## src/rtl/htlp_pkg.sv

```systemverilog
// package for the hash table with linear probing unit
// holds field widths, operation and status codes, fsm states and the
// controller/datapath command and status structs; no dependencies
package htlp_pkg;

	// fixed field widths of the stream payloads
	localparam int FUNC_W    = 2;
	localparam int KEY_IN_W  = 40;
	localparam int NAME_W    = 64;
	localparam int STATUS_W  = 3;
	localparam int SLOT_W    = 4;

	// packed payload layout, lowest field first
	localparam int IN_FUNC_LO = 0;
	localparam int IN_KEY_LO  = IN_FUNC_LO + FUNC_W;
	localparam int IN_NAME_LO = IN_KEY_LO + KEY_IN_W;
	localparam int IN_USED_W  = IN_NAME_LO + NAME_W;
	localparam int S_TDATA_W  = ((IN_USED_W + 7) / 8) * 8;

	localparam int OUT_USED_W = STATUS_W + SLOT_W + NAME_W;
	localparam int M_TDATA_W  = ((OUT_USED_W + 7) / 8) * 8;

	// operation codes
	localparam logic [FUNC_W-1:0] FN_INSERT = 2'd0;
	localparam logic [FUNC_W-1:0] FN_LOOKUP = 2'd1;
	localparam logic [FUNC_W-1:0] FN_DELETE = 2'd2;

	// result status codes
	localparam logic [STATUS_W-1:0] STAT_INSERTED = 3'd0;
	localparam logic [STATUS_W-1:0] STAT_FULL     = 3'd1;
	localparam logic [STATUS_W-1:0] STAT_FOUND    = 3'd2;
	localparam logic [STATUS_W-1:0] STAT_MISSING  = 3'd3;
	localparam logic [STATUS_W-1:0] STAT_DELETED  = 3'd4;

	typedef enum logic [2:0] {
		S_IDLE,
		S_HASH,
		S_PLACE,
		S_CHECK,
		S_FREE,
		S_SCAN,
		S_RESP
	} htlp_state_t;

	typedef enum logic [2:0] {
		RES_INS,
		RES_FULL,
		RES_FOUND,
		RES_DEL,
		RES_MISS
	} htlp_res_t;

	typedef struct packed {
		logic      load;          // capture the input transaction
		logic      hash_step;     // one radix-4 step of key mod slots
		logic      put_new_home;  // write the new entry at its home slot
		logic      rd_home;       // read the entry at the home slot
		logic      free_init;     // probe pointer to home + 1
		logic      free_step;     // advance the probe pointer
		logic      put_new_ptr;   // write the new entry at the probe slot
		logic      put_old_ptr;   // write the displaced entry at the probe slot
		logic      scan_issue;    // read the next slot of a lookup or delete scan
		logic      del_clear;     // clear the valid bit of the matched slot
		logic      res_load;      // load the result register
		htlp_res_t res_sel;
	} htlp_cmd_t;

	typedef struct packed {
		logic [FUNC_W-1:0] in_func;
		logic              full;
		logic              hash_last;
		logic              home_free;
		logic              home_foreign;
		logic              free_hit;
		logic              hit;
		logic              last_cmp;
		logic              scan_end;
		logic              out_free;
	} htlp_stat_t;

endpackage

```

## src/rtl/htlp_ctrl.sv

```systemverilog
// controller state machine of the hash table unit
// sequences hash, placement, free-slot probe and lookup or delete scan; uses htlp_pkg
module htlp_ctrl (
	input  logic                clk,
	input  logic                arst_n,
	input  logic                s_tvalid,
	input  htlp_pkg::htlp_stat_t stat,
	output logic                s_tready,
	output htlp_pkg::htlp_cmd_t  cmd
);
	import htlp_pkg::*;

	htlp_state_t state_q, state_nxt;
	htlp_res_t   res_q, res_nxt;
	logic        move_old_q, move_old_nxt;
	logic        del_q, del_nxt;

	always_ff @(posedge clk or negedge arst_n) begin
		if (!arst_n) begin
			state_q    <= S_IDLE;
			res_q      <= RES_MISS;
			move_old_q <= 1'b0;
			del_q      <= 1'b0;
		end else begin
			state_q    <= state_nxt;
			res_q      <= res_nxt;
			move_old_q <= move_old_nxt;
			del_q      <= del_nxt;
		end
	end

	always_comb begin
		state_nxt    = state_q;
		res_nxt      = res_q;
		move_old_nxt = move_old_q;
		del_nxt      = del_q;
		s_tready     = 1'b0;
		cmd          = '0;
		cmd.res_sel  = res_q;
		unique case (state_q)
			S_IDLE: begin
				s_tready = 1'b1;
				if (s_tvalid) begin
					cmd.load = 1'b1;
					unique case (stat.in_func) inside
						FN_INSERT: begin
							if (stat.full) begin
								res_nxt   = RES_FULL;
								state_nxt = S_RESP;
							end else begin
								state_nxt = S_HASH;
							end
						end
						FN_LOOKUP, FN_DELETE: begin
							del_nxt   = (stat.in_func == FN_DELETE);
							state_nxt = S_SCAN;
						end
						default: begin
							res_nxt   = RES_MISS;
							state_nxt = S_RESP;
						end
					endcase
				end
			end
			S_HASH: begin
				cmd.hash_step = 1'b1;
				if (stat.hash_last) begin
					state_nxt = S_PLACE;
				end
			end
			S_PLACE: begin
				if (stat.home_free) begin
					cmd.put_new_home = 1'b1;
					res_nxt          = RES_INS;
					state_nxt        = S_RESP;
				end else begin
					cmd.rd_home = 1'b1;
					state_nxt   = S_CHECK;
				end
			end
			S_CHECK: begin
				cmd.free_init = 1'b1;
				// occupant from another home is displaced to the next free slot
				cmd.put_new_home = stat.home_foreign;
				move_old_nxt     = stat.home_foreign;
				state_nxt        = S_FREE;
			end
			S_FREE: begin
				if (stat.free_hit) begin
					cmd.put_old_ptr = move_old_q;
					cmd.put_new_ptr = !move_old_q;
					res_nxt         = RES_INS;
					state_nxt       = S_RESP;
				end else begin
					cmd.free_step = 1'b1;
				end
			end
			S_SCAN: begin
				if (stat.hit) begin
					cmd.del_clear = del_q;
					res_nxt       = del_q ? RES_DEL : RES_FOUND;
					state_nxt     = S_RESP;
				end else if (stat.last_cmp) begin
					res_nxt   = RES_MISS;
					state_nxt = S_RESP;
				end else begin
					cmd.scan_issue = !stat.scan_end;
				end
			end
			S_RESP: begin
				if (stat.out_free) begin
					cmd.res_load = 1'b1;
					state_nxt    = S_IDLE;
				end
			end
			default: begin
				state_nxt = S_IDLE;
			end
		endcase
	end

endmodule

```

## src/rtl/htlp_datapath.sv

```systemverilog
// datapath of the hash table unit: slot memory, valid bits, entry count,
// iterative key-mod-slots unit, probe pointer and result register; uses htlp_pkg
module htlp_datapath #(
	parameter int SLOTS    = 16,
	parameter int KEY_BITS = 40
) (
	input  logic                              clk,
	input  logic                              arst_n,
	input  logic [htlp_pkg::S_TDATA_W-1:0]    s_tdata,
	input  logic                              m_tready,
	input  htlp_pkg::htlp_cmd_t               cmd,
	output htlp_pkg::htlp_stat_t              stat,
	output logic                              m_tvalid,
	output logic [htlp_pkg::M_TDATA_W-1:0]    m_tdata
);
	import htlp_pkg::*;

	localparam int IW     = $clog2(SLOTS);
	localparam int CW     = $clog2(SLOTS + 1);
	localparam int KW     = (KEY_BITS < KEY_IN_W) ? KEY_BITS : KEY_IN_W;
	localparam int KP     = KW + (KW % 2);
	localparam int HSTEPS = KP / 2;
	localparam int HCW    = $clog2(HSTEPS + 1);
	localparam int RW     = IW + 3;

	localparam logic [IW-1:0]  LAST_IDX  = IW'(SLOTS - 1);
	localparam logic [CW-1:0]  SLOTS_CNT = CW'(SLOTS);
	localparam logic [RW-1:0]  MOD1      = RW'(SLOTS);
	localparam logic [RW-1:0]  MOD2      = RW'(2 * SLOTS);
	localparam logic [HCW-1:0] HSTEPS_C  = HCW'(HSTEPS);

	// input fields
	logic [FUNC_W-1:0]   in_func;
	logic [KEY_IN_W-1:0] in_key;
	logic [NAME_W-1:0]   in_name;

	assign in_func = s_tdata[IN_FUNC_LO +: FUNC_W];
	assign in_key  = s_tdata[IN_KEY_LO +: KEY_IN_W];
	assign in_name = s_tdata[IN_NAME_LO +: NAME_W];

	// captured operation
	logic [KW-1:0]     key_q;
	logic [NAME_W-1:0] name_q;

	// hash unit
	logic [KP-1:0]  hsh_q, hsh_init;
	logic [HCW-1:0] hcnt_q;
	logic [IW-1:0]  rem_q;
	logic [RW-1:0]  h_t0, h_t1, h_t2;

	// slot storage
	logic [KW-1:0]     mem_key  [SLOTS];
	logic [NAME_W-1:0] mem_name [SLOTS];
	logic [IW-1:0]     mem_home [SLOTS];
	logic [SLOTS-1:0]  valid_q;
	logic [CW-1:0]     count_q;

	// read stage
	logic [KW-1:0]     rd_key_q;
	logic [NAME_W-1:0] rd_name_q;
	logic [IW-1:0]     rd_home_q;
	logic [IW-1:0]     rd_idx_q;
	logic              rd_vld_q;
	logic              rd_pend_q;
	logic              rd_en;
	logic [IW-1:0]     rd_addr;

	// write port
	logic              wr_en, wr_new;
	logic [IW-1:0]     wr_addr;
	logic [KW-1:0]     wr_key;
	logic [NAME_W-1:0] wr_name;
	logic [IW-1:0]     wr_home;

	// probe pointer
	logic [IW-1:0] ptr_q;
	logic [IW-1:0] ptr_inc, rem_inc;
	logic          issued_all_q;
	logic [IW-1:0] where_q;

	// result register
	logic                m_tvalid_q;
	logic [STATUS_W-1:0] status_q;
	logic [SLOT_W-1:0]   slot_q;
	logic [NAME_W-1:0]   found_q;
	logic [IW+SLOT_W-1:0] where_ext, rd_idx_ext;

	assign hsh_init = KP'(in_key[KW-1:0]);

	// radix-4 remainder step, stays below slots after two conditional subtracts
	always_comb begin
		h_t0 = RW'({rem_q, hsh_q[KP-1 -: 2]});
		h_t1 = (h_t0 >= MOD2) ? (h_t0 - MOD2) : h_t0;
		h_t2 = (h_t1 >= MOD1) ? (h_t1 - MOD1) : h_t1;
	end

	assign ptr_inc = (ptr_q == LAST_IDX) ? '0 : (ptr_q + IW'(1));
	assign rem_inc = (rem_q == LAST_IDX) ? '0 : (rem_q + IW'(1));

	always_ff @(posedge clk) begin
		if (cmd.load) begin
			key_q  <= in_key[KW-1:0];
			name_q <= in_name;
			hsh_q  <= hsh_init;
		end else if (cmd.hash_step) begin
			hsh_q <= hsh_q << 2;
		end
	end

	always_ff @(posedge clk or negedge arst_n) begin
		if (!arst_n) begin
			hcnt_q <= '0;
			rem_q  <= '0;
		end else if (cmd.load) begin
			hcnt_q <= HSTEPS_C;
			rem_q  <= '0;
		end else if (cmd.hash_step) begin
			hcnt_q <= hcnt_q - HCW'(1);
			rem_q  <= h_t2[IW-1:0];
		end
	end

	// memory write: new entry or the displaced one held in the read stage
	assign wr_new  = cmd.put_new_home | cmd.put_new_ptr;
	assign wr_en   = wr_new | cmd.put_old_ptr;
	assign wr_addr = cmd.put_new_home ? rem_q : ptr_q;
	assign wr_key  = cmd.put_old_ptr ? rd_key_q : key_q;
	assign wr_name = cmd.put_old_ptr ? rd_name_q : name_q;
	assign wr_home = cmd.put_old_ptr ? rd_home_q : rem_q;

	always_ff @(posedge clk) begin
		if (wr_en) begin
			mem_key[wr_addr]  <= wr_key;
			mem_name[wr_addr] <= wr_name;
			mem_home[wr_addr] <= wr_home;
		end
	end

	assign rd_en   = cmd.scan_issue | cmd.rd_home;
	assign rd_addr = cmd.scan_issue ? ptr_q : rem_q;

	always_ff @(posedge clk) begin
		if (rd_en) begin
			rd_key_q  <= mem_key[rd_addr];
			rd_name_q <= mem_name[rd_addr];
			rd_home_q <= mem_home[rd_addr];
			rd_idx_q  <= rd_addr;
			rd_vld_q  <= valid_q[rd_addr];
		end
	end

	always_ff @(posedge clk or negedge arst_n) begin
		if (!arst_n) begin
			rd_pend_q <= 1'b0;
		end else begin
			rd_pend_q <= cmd.scan_issue;
		end
	end

	always_ff @(posedge clk or negedge arst_n) begin
		if (!arst_n) begin
			valid_q <= '0;
			count_q <= '0;
		end else begin
			if (wr_en) begin
				valid_q[wr_addr] <= 1'b1;
			end
			if (cmd.del_clear) begin
				valid_q[rd_idx_q] <= 1'b0;
			end
			if (wr_new) begin
				count_q <= count_q + CW'(1);
			end else if (cmd.del_clear && count_q != '0) begin
				count_q <= count_q - CW'(1);
			end
		end
	end

	always_ff @(posedge clk or negedge arst_n) begin
		if (!arst_n) begin
			ptr_q        <= '0;
			issued_all_q <= 1'b0;
			where_q      <= '0;
		end else begin
			if (cmd.load) begin
				ptr_q        <= '0;
				issued_all_q <= 1'b0;
			end else if (cmd.free_init) begin
				ptr_q <= rem_inc;
			end else if (cmd.free_step || cmd.scan_issue) begin
				ptr_q <= ptr_inc;
			end
			if (cmd.scan_issue && ptr_q == LAST_IDX) begin
				issued_all_q <= 1'b1;
			end
			if (cmd.put_new_home) begin
				where_q <= rem_q;
			end else if (cmd.put_new_ptr) begin
				where_q <= ptr_q;
			end
		end
	end

	// result register, slot index keeps its low four bits
	assign where_ext  = (IW + SLOT_W)'(where_q);
	assign rd_idx_ext = (IW + SLOT_W)'(rd_idx_q);

	always_ff @(posedge clk) begin
		if (cmd.res_load) begin
			found_q <= '0;
			slot_q  <= '0;
			case (cmd.res_sel)
				RES_INS: begin
					status_q <= STAT_INSERTED;
					slot_q   <= where_ext[SLOT_W-1:0];
				end
				RES_FULL: begin
					status_q <= STAT_FULL;
				end
				RES_FOUND: begin
					status_q <= STAT_FOUND;
					slot_q   <= rd_idx_ext[SLOT_W-1:0];
					found_q  <= rd_name_q;
				end
				RES_DEL: begin
					status_q <= STAT_DELETED;
					slot_q   <= rd_idx_ext[SLOT_W-1:0];
				end
				default: begin
					status_q <= STAT_MISSING;
				end
			endcase
		end
	end

	always_ff @(posedge clk or negedge arst_n) begin
		if (!arst_n) begin
			m_tvalid_q <= 1'b0;
		end else if (cmd.res_load) begin
			m_tvalid_q <= 1'b1;
		end else if (m_tready) begin
			m_tvalid_q <= 1'b0;
		end
	end

	assign m_tvalid = m_tvalid_q;
	assign m_tdata  = M_TDATA_W'({found_q, slot_q, status_q});

	always_comb begin
		stat.in_func      = in_func;
		stat.full         = (count_q >= SLOTS_CNT);
		stat.hash_last    = (hcnt_q == HCW'(1));
		stat.home_free    = !valid_q[rem_q];
		stat.home_foreign = (rd_home_q != rem_q);
		stat.free_hit     = !valid_q[ptr_q];
		stat.hit          = rd_pend_q && rd_vld_q && (rd_key_q == key_q);
		stat.last_cmp     = rd_pend_q && (rd_idx_q == LAST_IDX);
		stat.scan_end     = issued_all_q;
		stat.out_free     = !m_tvalid_q || m_tready;
	end

endmodule

```

## src/rtl/hash_table_linear_probe_unit.sv

```systemverilog
// hash table with linear probing and replacement: one transaction at a time
// insert: accept, hash the key mod SLOTS, place at the home slot or, when it is taken,
//   check its occupant and probe for a free slot; then load the result
// lookup, delete: accept, scan from slot 0, load the result; full insert, bad opcode: accept, result
// the next transaction is taken in the cycle after the result loads; output stalls hold the result
// reset (arst_n low) empties the table at once: valid bits and entry count clear
module hash_table_linear_probe_unit #(
	parameter int SLOTS    = 16,   // number of table slots, 2 to 64
	parameter int KEY_BITS = 40    // key bits that take part (capped at 40), 16 to 64
) (
	input  logic                           clk,
	input  logic                           arst_n,
	// operation stream, tdata from lsb: func[1:0], key[39:0], client_name[63:0]
	input  logic                           s_tvalid,
	output logic                           s_tready,
	input  logic [htlp_pkg::S_TDATA_W-1:0] s_tdata,
	// result stream, tdata from lsb: status[2:0], slot_index[3:0], found_name[63:0]
	output logic                           m_tvalid,
	input  logic                           m_tready,
	output logic [htlp_pkg::M_TDATA_W-1:0] m_tdata
);
	import htlp_pkg::*;

	// command and status between the sequencer and the datapath
	htlp_cmd_t  cmd;
	htlp_stat_t stat;

	// sequencer: takes a transaction only when idle, walks hash, placement,
	// probe or scan as the operation needs, then waits in its result state until
	// the output register is free; no new transaction is taken while it waits there
	htlp_ctrl u_ctrl (
		.clk      (clk),
		.arst_n   (arst_n),
		.s_tvalid (s_tvalid),
		.stat     (stat),
		.s_tready (s_tready),
		.cmd      (cmd)
	);

	// datapath: slot memory with registered read, valid bits in flops,
	// entry count, remainder unit, probe pointer and output register
	htlp_datapath #(
		.SLOTS    (SLOTS),
		.KEY_BITS (KEY_BITS)
	) u_datapath (
		.clk      (clk),
		.arst_n   (arst_n),
		.s_tdata  (s_tdata),
		.m_tready (m_tready),
		.cmd      (cmd),
		.stat     (stat),
		.m_tvalid (m_tvalid),
		.m_tdata  (m_tdata)
	);

endmodule

```

## config.mk

```make
export PLATFORM = sky130hd
export DESIGN_NAME = hash_table_linear_probe_unit
export DESIGN_NICKNAME = d
export VERILOG_FILES = /design/src/rtl/htlp_pkg.sv /design/src/rtl/htlp_ctrl.sv /design/src/rtl/htlp_datapath.sv /design/src/rtl/hash_table_linear_probe_unit.sv
export SDC_FILE = /design/constraint.sdc
export NUM_CORES = 2
export LEC_CHECK = 0
export ABC_AREA = 0
export CAP_MARGIN = 10
export CORE_ASPECT_RATIO = 0.5
export CORE_MARGIN = 2
export CORE_UTILIZATION = 57
export DETAILED_ROUTE_END_ITERATION = 10
export DONT_BUFFER_PORTS = 1
export PLACE_DENSITY = 0.8
export SETUP_SLACK_MARGIN = 0.05
export SYNTH_ARGS = -nofsm -noshare
export SYNTH_HDL_FRONTEND = slang
export SYNTH_SLANG_ARGS = --single-unit
```

## constraint.sdc

```tcl
create_clock -name clk -period 8.1 [get_ports clk]
set_clock_uncertainty 0.05 [all_clocks]
set_input_delay 0.405 -clock clk [delete_from_list [all_inputs] [get_ports clk]]
set_output_delay 0.405 -clock clk [all_outputs]
set_load 0.01 [all_outputs]
```

==> flow_summary.json <==
{
  "status": "complete, no violations",
  "slew_viol_final": 0,
  "antenna_found_initial": 7,
  "dieArea_um2": 145000,
  "yosysWarnings": 0,
  "drc_errors": 0,
  "synth_compound_area_frac": 0.0410,
  "clk_path_buf_depth": 3,
  "routed_wl_mm": 194,
  "hold_violations": 0,
  "clk_root_buffer_cell": "clkbuf_16",
  "vias_per_cell": 6.55,
  "port_buffers": 0,
  "synthAdderAreaFrac": 0.00179,
  "place_ws_ns": 2.54,
  "synth.largest_area_cell": "edfxtp_1",
  "finalCriticalPeriod_ns": 5.79,
  "die_y_um": 270,
  "synthFlopType": "edfxtp_1",
  "ys_seq_area_frac": 0.778,
  "rsz0062_at_grt": "false",
  "synthToLayoutAreaGrowth_pct": 11.5,
  "grt_use_total": 0.264,
  "ioPinCount": 190,
  "worstMarginPinSlew_ns": 1.24,
  "crit_path_end_kind": "flop",
  "hpwlAfterDp_mm": 91.3,
  "synthSimpleGateAreaFrac": 0.0314,
  "layout_commonest_cell": "edfxtp_1",
  "row_count": 97,
  "yosys_register_bits": 2105,
  "fin_util": 0.643,
  "fmax_ghz": 0.173,
  "gp_congestion": 0.819,
  "async_flop_share": 0.0233,
  "ant_nets": 0,
  "finalSetupViolations": 0,
  "yosysTopAreaCellShare": 0.763,
  "initial_core_util": 0.577,
  "dr_total_vias": 43200,
  "startpoint_type": "flop",
  "vdd_drop_max_mv": 0.244,
  "synth_area_leaders": "edfxtp_1 (76%), mux2i_1 (11%), o22ai_1 (3.4%)",
  "htreeDepth": 4,
  "synthXorXnorAreaFrac": 0.00519,
  "die_w_um": 537,
  "drt_iter0_markers": 6212,
  "critical_path_class": "flop to flop",
  "fill_cells": 8791,
  "grt_pass1_vias": 42800,
  "drv_cap": 0,
  "cp_max_fo": 94,
  "synth_area_per_cell_um2": 18.3,
  "netlist_area_um2": 81000,
  "crit_arrival_ns": 6.27,
  "cts_tree": "built",
  "synth_edf_count": 2056,
  "wl_per_cell_um": 29.5,
  "cellLeakagePower_nw": 34.7,
  "fin_ws_ns": 2.31,
  "insertion_delay_ns": 0.81,
  "hp-class": "input pin to flop",
  "max_slew_margin": 0.170,
  "tns_ns": 0,
  "core-area_um2": 140000,
  "reg2reg_slack_ns": 2.31,
  "ys_types": 59,
  "cts.clk_slew.worst_paths_ns": 0.07,
  "cts_resized": 0,
  "cts.sinks": 2105,
  "grt_overflow_total": 0,
  "first_pass_iters": 5,
  "cts_buffers": 174,
  "grt_max_degree": 99,
  "nets": 4685,
  "grt_pass1_wl_mm": 280,
  "fin_crit_sh": 0.715,
  "layout-drive-gt1-share": 0.105,
  "layout_common_cells": "edfxtp_1 (2,056), mux2i_1 (879), o22ai_1 (439)",
  "synth_top_family_by_area": "multiplexers",
  "synthCells": 4425,
  "muxShareOfSynthArea": 0.127,
  "pwr_density_cell_nw_per_um2": 226,
  "syn_nets": 4552,
  "cp.required_ns": 8.57
}
-- worst max-delay path, cell delays in order (launching register included) --
cell and delay (ns):
edfxtp_1 0.42, xnor2_1 0.56, nand4_1 0.35, nor4_1 0.45
nand4_1 0.48, nand4b_2 0.31, mux2i_1 0.26, inv_8 0.79
buf_12 0.51, mux2i_1 0.30, o22ai_1 0.17, or4_1 0.59
-- routing by layer --
metal | vias to the layer above | GRT usage | wire length (µm) | share of wire
met4 | 2 | 0.0906 | 5840 | 0.030
li1 | 18000 | - | - | -
met1 | 22000 | 0.361 | 72900 | 0.37
met3 | 401 | 0.0488 | 21100 | 0.11
met2 | 2850 | 0.429 | 94500 | 0.49
met5 | - | 0 | 13 | 0.000067
-- cells in the mapped netlist (2+ instances only) --
cell type,count
o221ai_1,2
a32oi_1,2
nor4_1,7
clkbuf_1,72
buf_4,21
buf_2,140
mux4_2,10
a21oi_4,3
a21oi_1,23
nor4bb_1,2
nand2_1,152
a22oi_1,7
buf_1,3
mux2i_1,879
nor3_1,11
buf_6,6
o21bai_1,2
nor4b_1,4
xor2_1,6
a211o_1,2
a21o_1,3
o21ai_0,22
and3_1,6
inv_2,2
dfrtp_1,48
a31oi_1,10
or2_2,2
nand2b_1,6
xnor2_1,42
o22ai_1,439
or4_1,110
nor2_1,72
nor3b_1,5
inv_1,17
edfxtp_1,2056
nor2b_1,8
nand3_1,7
mux2_2,111
and2_1,66
nand4_1,11
ha_1,10
-- registers in the layout, indices dropped and copies added (netlist names), 4 cells and up --
register              count
u_datapath.ptr_q          4
u_datapath.mem_name    1024
u_datapath.count_q        5
u_datapath.hcnt_q         5
u_datapath.slot_q         4
u_datapath.name_q        64
u_datapath.key_q         40
u_datapath.hsh_q         40
u_datapath.valid_q       16
u_datapath.rd_idx_q       4
u_datapath.found_q       64
u_datapath.rd_home_q      4
u_datapath.rem_q          4
u_datapath.mem_home      64
u_datapath.mem_key      640
u_datapath.rd_key_q      40
u_datapath.where_q        4
u_datapath.rd_name_q     64
-- kinds of logic after synthesis --
logic type	Yosys count
buffers and inverters	262
DFF	2105
xor gates and xnor gates	48
and+or+nand+nor	472
muxes	1000
AOI/OAI and AO/OA	526
other	1
adders and majority gates	11
-- final timing paths --
path	startpoint	depth (start not counted)	end
worst max register to register	u_datapath.key_q[37]	11	u_datapath.rd_name_q[43]
worst min-delay path	s_tvalid	4	u_ctrl.res_q[1]
min in group asynchronous	arst_n	2	u_datapath.hcnt_q[1]
max in group asynchronous	arst_n	2	u_ctrl.res_q[2]
worst min register to register	u_ctrl.move_old_q	2	u_ctrl.move_old_q
worst max-delay path	u_datapath.key_q[37]	11	u_datapath.rd_name_q[43]
-- area by class of cell --
type | count | area, µm² | share of cell area
repair buffers | 199 | 2200 | 0.0244
flip-flops and latches | 2105 | 63000 | 0.697
well taps | 1881 | 2350 | 0.0261
multi-input cells | 2058 | 16900 | 0.188
clock buffers | 220 | 4630 | 0.0513
clock inverters | 103 | 1080 | 0.0120
inverters | 20 | 90.1 | 0.000998
diodes | 4 | 10.0 | 0.000111
-- stage by stage --
step	power [mW]	hold slack, ns	cell area (µm²)	std cells
after global placement	12.0	0.0697	83400	6152
after CTS	20.4	0.0566	90300	6586
after global routing	20.8	0.117	90300	6588
final	20.4	0.0961	90300	6590
after floorplan	12.0	0.0594	81000	4425
after detailed placement	12.0	0.0702	83400	6152
-- where the power goes --
part                   switching, mW  leakage [nW]  internal (mW)  total [mW]
Clock                           3.85          2.77           4.69        8.54
Combinational                 0.0263          12.9         0.0386      0.0650
Sequential     0.0000000000000000427          19.1           11.8        11.8
Total                           3.88          34.7           16.5        20.4
-- what timing repair did --
| item | in CTS | in global routing |
|---|---|---|
| hold endpoints to repair | 199 | 0 |
| hold buffers | 111 | 0 |
| endpoints found under the setup margin | 0 | 0 |
| buffers inserted | 0 | 0 |
No activity file was read; power rests on OpenSTA's default activity.
